`src/rtl/tfd_pkg.sv`:
```
`timescale 1ns / 1ps

package tfd_pkg;

  localparam int unsigned WordBytes = 4;

  localparam logic [31:0] MagicReset = 32'd1995;
  localparam logic [7:0]  LimitReset = 8'd9;

  localparam logic [1:0] REG_MAGIC = 2'd0;
  localparam logic [1:0] REG_LIMIT = 2'd1;

  localparam logic [3:0] PH_MAGIC   = 4'd0;
  localparam logic [3:0] PH_ATOMS   = 4'd1;
  localparam logic [3:0] PH_STEP    = 4'd2;
  localparam logic [3:0] PH_TIME    = 4'd3;
  localparam logic [3:0] PH_BOX     = 4'd4;
  localparam logic [3:0] PH_COUNT   = 4'd5;
  localparam logic [3:0] PH_PREC    = 4'd6;
  localparam logic [3:0] PH_MIN     = 4'd7;
  localparam logic [3:0] PH_MAX     = 4'd8;
  localparam logic [3:0] PH_SMALL   = 4'd9;
  localparam logic [3:0] PH_LEN     = 4'd10;
  localparam logic [3:0] PH_PAYLOAD = 4'd11;
  localparam logic [3:0] PH_PAD     = 4'd12;

  localparam logic [3:0] K_ATOMS    = 4'd0;
  localparam logic [3:0] K_STEP     = 4'd1;
  localparam logic [3:0] K_TIME     = 4'd2;
  localparam logic [3:0] K_BOX      = 4'd3;
  localparam logic [3:0] K_COUNT    = 4'd4;
  localparam logic [3:0] K_PREC     = 4'd5;
  localparam logic [3:0] K_MIN      = 4'd6;
  localparam logic [3:0] K_MAX      = 4'd7;
  localparam logic [3:0] K_SMALL    = 4'd8;
  localparam logic [3:0] K_LENGTH   = 4'd9;
  localparam logic [3:0] K_PAYLOAD  = 4'd10;
  localparam logic [3:0] K_END      = 4'd11;
  localparam logic [3:0] K_ERROR    = 4'd12;

  localparam logic [1:0] ERR_NONE   = 2'd0;
  localparam logic [1:0] ERR_MAGIC  = 2'd1;
  localparam logic [1:0] ERR_COUNT  = 2'd2;
  localparam logic [1:0] ERR_ATOMS  = 2'd3;

  localparam logic [3:0] BoxLast   = 4'd8;
  localparam logic [3:0] TripleLast = 4'd2;

  typedef struct packed {
    logic [31:0] frame_magic;
    logic [7:0]  small_count_limit;
  } cfg_t;

  typedef struct packed {
    logic        valid;
    logic [3:0]  kind;
    logic [31:0] value;
    logic [3:0]  idx;
    logic [1:0]  err;
    logic        last;
  } result_t;

endpackage

```
`src/rtl/trajectory_frame_deframer.sv`:
```
`timescale 1ns / 1ps
// Channel   Handshake                 Payload
// byte      byte_valid / byte_ready   data_byte
// record    rec_valid / rec_ready     record_kind, word_value, element_index,
//                                     error_code, last
// cfg       cfg_valid / cfg_ready     cfg_index, cfg_data
//
// One byte per cycle sustained while records are taken: input register, one parse stage, output register.
// A taken byte is held in the input register; its record is then registered in the output register.
// Synchronous reset; cfg_ready is always high.
// A stalled record holds the parse stage; the input register still takes one byte if it is empty.
// After an error, bytes are taken and dropped until reset.

module trajectory_frame_deframer import tfd_pkg::*; (
  input  logic               clk,
  input  logic               rst,
  input  logic               byte_valid,
  output logic               byte_ready,
  input  logic [7:0]         data_byte,
  output logic               rec_valid,
  input  logic               rec_ready,
  output logic [3:0]         record_kind,
  output logic signed [31:0] word_value,
  output logic [3:0]         element_index,
  output logic [1:0]         error_code,
  output logic               last,
  input  logic               cfg_valid,
  output logic               cfg_ready,
  input  logic [1:0]         cfg_index,
  input  logic [31:0]        cfg_data
);

  cfg_t       cfg;
  result_t    res;
  logic       held_valid;
  logic [7:0] held_byte;
  logic       advance;

  assign advance    = held_valid && (!rec_valid || rec_ready);
  assign byte_ready = !held_valid || advance;

  tfd_cfg u_cfg (
    .clk       (clk),
    .rst       (rst),
    .cfg_valid (cfg_valid),
    .cfg_ready (cfg_ready),
    .cfg_index (cfg_index),
    .cfg_data  (cfg_data),
    .cfg       (cfg)
  );

  tfd_parse u_parse (
    .clk       (clk),
    .rst       (rst),
    .step      (advance),
    .data_byte (held_byte),
    .cfg       (cfg),
    .res       (res)
  );

  always_ff @(posedge clk) begin
    if (rst) begin
      held_valid <= 1'b0;
    end else if (byte_ready) begin
      held_valid <= byte_valid;
    end
  end

  always_ff @(posedge clk) begin
    if (byte_valid && byte_ready) begin
      held_byte <= data_byte;
    end
  end

  always_ff @(posedge clk) begin
    if (rst) begin
      rec_valid <= 1'b0;
    end else if (advance) begin
      rec_valid <= res.valid;
    end else if (rec_ready) begin
      rec_valid <= 1'b0;
    end
  end

  always_ff @(posedge clk) begin
    if (advance && res.valid) begin
      record_kind   <= res.kind;
      word_value    <= res.value;
      element_index <= res.idx;
      error_code    <= res.err;
      last          <= res.last;
    end
  end

`ifndef NO_ASSERTIONS
  a_err_matches_kind: assert property (@(posedge clk) disable iff (rst)
    rec_valid |-> ((error_code != ERR_NONE) == (record_kind == K_ERROR)))
    else $error("error code and record kind disagree");

  a_last_kind: assert property (@(posedge clk) disable iff (rst)
    rec_valid && last |->
      (record_kind == K_PAYLOAD || record_kind == K_LENGTH || record_kind == K_END))
    else $error("frame end flagged on a header record");

  a_index_kind: assert property (@(posedge clk) disable iff (rst)
    rec_valid && element_index != 4'd0 |->
      (record_kind == K_BOX || record_kind == K_MIN || record_kind == K_MAX))
    else $error("element index outside a group");
`endif

endmodule

```
`src/rtl/tfd_cfg.sv`:
```
`timescale 1ns / 1ps

module tfd_cfg import tfd_pkg::*; (
  input  logic        clk,
  input  logic        rst,
  input  logic        cfg_valid,
  output logic        cfg_ready,
  input  logic [1:0]  cfg_index,
  input  logic [31:0] cfg_data,
  output cfg_t        cfg
);

  assign cfg_ready = 1'b1;

  always_ff @(posedge clk) begin
    if (rst) begin
      cfg.frame_magic       <= MagicReset;
      cfg.small_count_limit <= LimitReset;
    end else if (cfg_valid) begin
      case (cfg_index)
        REG_MAGIC: cfg.frame_magic       <= cfg_data;
        REG_LIMIT: cfg.small_count_limit <= cfg_data[7:0];
        default: ;
      endcase
    end
  end

endmodule

```
`src/rtl/tfd_parse.sv`:
```
`timescale 1ns / 1ps

module tfd_parse import tfd_pkg::*; (
  input  logic       clk,
  input  logic       rst,
  input  logic       step,
  input  logic [7:0] data_byte,
  input  cfg_t       cfg,
  output result_t    res
);

  logic [3:0]  parse_phase, parse_phase_next;
  logic [1:0]  byte_in_word, byte_in_word_next;
  logic [23:0] partial_word, partial_word_next;
  logic [3:0]  group_index, group_index_next;
  logic [31:0] atom_total, atom_total_next;
  logic [31:0] payload_left, payload_left_next;
  logic [1:0]  pad_left, pad_left_next;
  logic        halted, halted_next;

  logic [31:0] word;
  logic [31:0] left_dec;
  logic [1:0]  pad_dec;
  logic [1:0]  len_pad;

  assign word     = {partial_word, data_byte};
  assign left_dec = payload_left - 32'd1;
  assign pad_dec  = pad_left - 2'd1;
  assign len_pad  = ~word[1:0] + 2'd1;

  always_comb begin
    parse_phase_next  = parse_phase;
    byte_in_word_next = byte_in_word;
    partial_word_next = partial_word;
    group_index_next  = group_index;
    atom_total_next   = atom_total;
    payload_left_next = payload_left;
    pad_left_next     = pad_left;
    halted_next       = halted;
    res               = '0;
    res.value         = word;

    if (halted) begin
      res.valid = 1'b0;
    end else if (parse_phase == PH_PAYLOAD) begin
      payload_left_next = left_dec;
      res.valid = 1'b1;
      res.kind  = K_PAYLOAD;
      res.value = {24'd0, data_byte};
      if (left_dec == 32'd0) begin
        if (pad_left == 2'd0) begin
          parse_phase_next = PH_MAGIC;
          res.last = 1'b1;
        end else begin
          parse_phase_next = PH_PAD;
        end
      end
    end else if (parse_phase == PH_PAD) begin
      pad_left_next = pad_dec;
      if (pad_dec == 2'd0) begin
        parse_phase_next = PH_MAGIC;
        res.valid = 1'b1;
        res.kind  = K_END;
        res.value = '0;
        res.last  = 1'b1;
      end
    end else if (byte_in_word != 2'(WordBytes - 1)) begin
      partial_word_next = {partial_word[15:0], data_byte};
      byte_in_word_next = byte_in_word + 2'd1;
    end else begin
      partial_word_next = '0;
      byte_in_word_next = '0;
      res.valid = 1'b1;
      case (parse_phase)
        PH_ATOMS: begin
          atom_total_next  = word;
          parse_phase_next = PH_STEP;
          res.kind = K_ATOMS;
        end
        PH_STEP: begin
          parse_phase_next = PH_TIME;
          res.kind = K_STEP;
        end
        PH_TIME: begin
          parse_phase_next = PH_BOX;
          group_index_next = '0;
          res.kind = K_TIME;
        end
        PH_BOX: begin
          res.kind = K_BOX;
          res.idx  = group_index;
          group_index_next = group_index + 4'd1;
          if (group_index >= BoxLast) begin
            group_index_next = '0;
            parse_phase_next = PH_COUNT;
          end
        end
        PH_COUNT: begin
          if ($signed(atom_total) < $signed(word)) begin
            halted_next = 1'b1;
            res.kind = K_ERROR;
            res.err  = ERR_COUNT;
          end else if ($signed(atom_total) <= $signed({24'd0, cfg.small_count_limit})) begin
            halted_next = 1'b1;
            res.kind = K_ERROR;
            res.err  = ERR_ATOMS;
          end else begin
            parse_phase_next = PH_PREC;
            res.kind = K_COUNT;
          end
        end
        PH_PREC: begin
          parse_phase_next = PH_MIN;
          group_index_next = '0;
          res.kind = K_PREC;
        end
        PH_MIN, PH_MAX: begin
          res.kind = (parse_phase == PH_MIN) ? K_MIN : K_MAX;
          res.idx  = group_index;
          group_index_next = group_index + 4'd1;
          if (group_index >= TripleLast) begin
            group_index_next = '0;
            parse_phase_next = (parse_phase == PH_MIN) ? PH_MAX : PH_SMALL;
          end
        end
        PH_SMALL: begin
          parse_phase_next = PH_LEN;
          res.kind = K_SMALL;
        end
        PH_LEN: begin
          payload_left_next = word;
          pad_left_next     = len_pad;
          res.kind = K_LENGTH;
          if (word != 32'd0) begin
            parse_phase_next = PH_PAYLOAD;
          end else begin
            parse_phase_next = PH_MAGIC;
            res.last = 1'b1;
          end
        end
        default: begin
          if (word != cfg.frame_magic) begin
            halted_next = 1'b1;
            res.kind = K_ERROR;
            res.err  = ERR_MAGIC;
          end else begin
            parse_phase_next = PH_ATOMS;
            res.valid = 1'b0;
          end
        end
      endcase
    end
  end

  always_ff @(posedge clk) begin
    if (rst) begin
      parse_phase  <= PH_MAGIC;
      byte_in_word <= '0;
      partial_word <= '0;
      group_index  <= '0;
      atom_total   <= '0;
      payload_left <= '0;
      pad_left     <= '0;
      halted       <= 1'b0;
    end else if (step) begin
      parse_phase  <= parse_phase_next;
      byte_in_word <= byte_in_word_next;
      partial_word <= partial_word_next;
      group_index  <= group_index_next;
      atom_total   <= atom_total_next;
      payload_left <= payload_left_next;
      pad_left     <= pad_left_next;
      halted       <= halted_next;
    end
  end

`ifndef NO_ASSERTIONS
  a_halt_sticks: assert property (@(posedge clk) disable iff (rst)
    halted |=> halted)
    else $error("halt released without reset");

  a_payload_nonzero: assert property (@(posedge clk) disable iff (rst)
    parse_phase == PH_PAYLOAD |-> payload_left != 32'd0)
    else $error("payload phase with nothing left");

  a_pad_nonzero: assert property (@(posedge clk) disable iff (rst)
    parse_phase == PH_PAD |-> pad_left != 2'd0)
    else $error("pad phase with empty pad");
`endif

endmodule

```
`config.mk`:
```
export PLATFORM = sky130hd
export DESIGN_NAME = trajectory_frame_deframer
export DESIGN_NICKNAME = d
export VERILOG_FILES = /design/src/rtl/tfd_pkg.sv /design/src/rtl/trajectory_frame_deframer.sv /design/src/rtl/tfd_cfg.sv /design/src/rtl/tfd_parse.sv
export SDC_FILE = /design/constraint.sdc
export NUM_CORES = 1
export LEC_CHECK = 0
export BUFFER_PORTS_ARGS = -buffer_cell sky130_fd_sc_hd__buf_2
export CAP_MARGIN = 20
export CORE_MARGIN = 2
export CORE_UTILIZATION = 35
export DETAILED_ROUTE_END_ITERATION = 6
export GPL_TIMING_DRIVEN = 0
export SYNTH_ARGS = -nofsm -noshare
export SYNTH_HDL_FRONTEND = slang
export SYNTH_SLANG_ARGS = --single-unit
```
`constraint.sdc`:
```
create_clock -name clk -period 3.25 [get_ports clk]
set_clock_uncertainty 0.15 [all_clocks]
set_input_delay 0.65 -clock clk [delete_from_list [all_inputs] [get_ports clk]]
set_output_delay 0.65 -clock clk [all_outputs]
set_load 0.005 [all_outputs]
```
==> flow_metrics.py <==
metrics = {
    "floorplanning": {
        "die_h_um": 175,
        "core-area_um2": 28700,
        "ios": 93,
        "start_util_pct": 35.5,
        "floorplan.die_area_um2": 30500,
        "placementRows": 62,
        "die-width_um": 175,
    },
    "place": {
        "post_place_setup_slack_ns": -0.436,
        "gpl.final_weighted_congestion": 0.931,
        "io_buffer_count": 90,
        "post-place-cells": 1700,
        "place_hpwl_mm": 24.7,
    },
    "sta": {
        "pin_slew_with_the_least_headroom_to_its_limit_ns": 0.897,
        "finalCriticalPeriod_ns": 3.22,
        "grt_setup_unrepaired": "true",
        "hold_viol_final": 0,
        "slew_headroom_pct": 40.2,
        "final_min_period_over_clock_period_pct": 99.1,
        "finalSetupViolCount": 0,
        "max_freq_mhz": 311,
        "fin_worst_hold_slack_ns": 0.216,
        "final-max-slew-violation-count": 0,
        "post-route-worst-setup-slack_ns": 0.0299,
    },
    "flow_run": {
        "drv.max_cap_violation_count": 0,
    },
    "route": {
        "drtIter0Drc": 912,
        "drc_errors": 0,
        "dr_total_vias": 9813,
        "drt-wirelength-per-cell_um": 19.5,
        "first_pass_iters": 6,
        "routed_wire_length_mm": 34.4,
        "drt.antenna.violating_nets": 0,
        "via_per_inst": 5.58,
    },
    "synth": {
        "synthesis.area_um2": 10200,
        "synth.yosys.seq_area_share_pct": 43.1,
        "yosys.area.top_type": "sky130_fd_sc_hd__dfxtp_1",
        "synth-async-reset-ratio_pct": 0,
        "syn-num-nets": 1319,
        "post_synthesis_sequential_element_count": 194,
        "synth_flop_type": "sky130_fd_sc_hd__dfxtp_1",
        "avgSynthCellArea_um2": 8.32,
        "area_contributors_post_synth": "sky130_fd_sc_hd__dfxtp_1 28%, sky130_fd_sc_hd__edfxtp_1 15%, sky130_fd_sc_hd__nand2_1 7.3%, sky130_fd_sc_hd__a21oi_1 7.3%, sky130_fd_sc_hd__ha_1 5.8%",
        "synth.distinct_cells": 79,
        "share_of_the_synthesized_area_in_the_top_cell_type_pct": 28.1,
        "synth_edf_count": 51,
        "synthTopCellsByCount": "199 x sky130_fd_sc_hd__nand2_1, 148 x sky130_fd_sc_hd__a21oi_1, 143 x sky130_fd_sc_hd__dfxtp_1, 138 x sky130_fd_sc_hd__nor2_1, 58 x sky130_fd_sc_hd__inv_1",
        "yosysMostFrequentCell": "sky130_fd_sc_hd__nand2_1",
        "synthesis.instances": 1225,
        "synth-warning-count": 0,
    },
    "global_route": {
        "global_route.overflow_total": 0,
        "grt_start_max_net_pins": 36,
        "grt_util_met1_pct": 31.2,
        "global_route.usage.met3_pct": 4.31,
        "grt_pass1_wl_mm": 52.4,
        "antenna_found_initial": 0,
        "first_global_vias": 9135,
        "met2_usage_pct": 33.4,
        "grt_busiest_layer": "met2",
        "grtUsageTotal_pct": 22.2,
    },
    "clocking": {
        "tritoncts": "done",
        "clk_path_buf_depth": 2,
        "root_driver": "sky130_fd_sc_hd__clkbuf_16",
        "worst_skew_pair.late_latency_ns": 0.46,
        "cts_sinks": 194,
        "cts-buffers-inserted": 17,
        "htree_levels": 4,
        "clkTransAtPathRegs_ns": 0.08,
    },
    "worst_setup_path": {
        "path_delay_family": "simple AND/OR/NAND/NOR gates",
        "required_ns": 3.39,
        "path_class": "reg -> reg",
        "cp.arrival_ns": 3.36,
        "critPathBufInv": 1,
        "worstPathCellList": "inv_2, ha_1, nand4_1, or4_4, or4_1, o22a_1, and4_4, o31a_4, o31ai_2, a21oi_1",
        "worst_path_max_delay_cell": "sky130_fd_sc_hd__or4_4",
        "startpoint": "u_parse.partial_word[14]",
        "r2r-start": "u_parse.partial_word[14]",
        "largest_driver_fanout_on_the_critical_path": 4,
        "slowest_stage_delay_cp_ns": 0.56,
        "setup.worst_path.end_class": "flip-flop",
        "crit_path_launch_type": "flip-flop",
    },
    "power_and_ir_drop": {
        "power.static_leakage_uw": 0.00475,
        "power.density_nw_per_um2": 419,
        "max-vdd-ir-drop_mv": 0.347,
        "report.power.total_uw": 5100,
    },
    "layout": {
        "post_layout_nonfiller_instances": 1759,
        "share_of_layout_cells_above_drive_strength_1_pct": 16.8,
        "finish.net_count": 1456,
        "utilization_pct": 42.4,
        "filler_cell_count": 2949,
        "area_delta_synth_final_pct": 19.4,
        "n_diodes": 0,
    },
    "worst_hold_path": {
        "min_delay_worst_type": "in -> reg",
        "hold_path.startpoint": "data_byte[3]",
    },
    "outcome": {
        "outcome": "complete, no violations",
    },
}
-- path summary, 6_finish.rpt --
path,slack [ns],depth (start not counted),end
setup reg to reg,0.03,10,u_parse.parse_phase[1]
setup / recovery,0.03,10,u_parse.parse_phase[1]
hold reg to reg,0.32,2,u_cfg.cfg[10]
hold / removal,0.22,1,held_byte[3]
-- state kept, by name, indices dropped and copies added, names as in the netlist, 2 cells and up --
signal,flops
record_kind,4
u_parse.pad_left,2
u_cfg.cfg,40
u_parse.group_index,4
u_parse.byte_in_word,2
word_value,32
held_byte,8
u_parse.parse_phase,4
u_parse.atom_total,32
u_parse.partial_word,24
element_index,4
error_code,2
u_parse.payload_left,32
-- power breakdown --
part	leakage (µW)	switching, µW	internal [µW]
Clock	0.000298	1080	1180
Combinational	0.00279	184	111
Sequential	0.00166	52.6	2490
-- repair_timing --
item / 4_1_cts / 5_1_grt
gates cloned: 0 / 0
gates resized for setup: 40 / 19
endpoints found under the setup margin: 52 / 36
hold buffers: 0 / 0
pin swaps: 2 / 6
setup buffers: 8 / 20
-- through the flow --
step / cell area (µm²) / setup TNS (ns)
final: 12200 / 0
after global routing: 12200 / -0.0170
after CTS: 11900 / -0.0706
after detailed placement: 11100 / -7.29
after global placement: 11100 / -36.47
after floorplan: 10200 / 0
-- layer usage --
metal	routed length [µm]	share of wire, %
met1	15200	44
met2	15100	44
met3	3090	9.0
met4	965	2.8
met5	0	0
-- layout by cell type, fill, tap and decap left out, types with 12 or more instances in the layout --
cell	synthesis	routed
sky130_fd_sc_hd__nand2_1	199	199
sky130_fd_sc_hd__a21oi_1	148	148
sky130_fd_sc_hd__nor2_1	138	136
sky130_fd_sc_hd__dfxtp_1	143	126
sky130_fd_sc_hd__buf_2	4	94
sky130_fd_sc_hd__clkbuf_1	55	54
sky130_fd_sc_hd__o21ai_0	54	54
sky130_fd_sc_hd__edfxtp_1	51	51
sky130_fd_sc_hd__inv_1	58	50
sky130_fd_sc_hd__nor3_1	42	41
sky130_fd_sc_hd__ha_1	47	40
sky130_fd_sc_hd__xor2_1	34	34
sky130_fd_sc_hd__buf_4	2	30
sky130_fd_sc_hd__nor4_1	30	29
sky130_fd_sc_hd__nand4_1	18	18
sky130_fd_sc_hd__clkbuf_16	0	17
sky130_fd_sc_hd__dfxtp_4	0	16
sky130_fd_sc_hd__and2_1	15	15
sky130_fd_sc_hd__a22oi_1	15	15
sky130_fd_sc_hd__nand3b_1	12	12
sky130_fd_sc_hd__a211oi_1	12	12
-- cell type report --
class | count | area, µm² | area share (%)
clock inverter | 15 | 188 | 1.54
multi-input combinational | 898 | 5360 | 44.1
sequential | 194 | 4460 | 36.6
tap | 384 | 480 | 3.95
inverter | 58 | 221 | 1.82
clock buffer | 17 | 425 | 3.50
buffer | 74 | 353 | 2.90
timing repair buffer | 119 | 681 | 5.59
-- cell families after synthesis --
logic type      synth area share (%)
simple gates                    24.4
mux                            0.688
xor+xnor                        3.09
compound gates                  17.1
other cells                   0.0368
flops                           43.1
fa+ha+maj                       5.87
buf+inv                         5.64
Note: power is estimated with default switching activity, not from simulation.
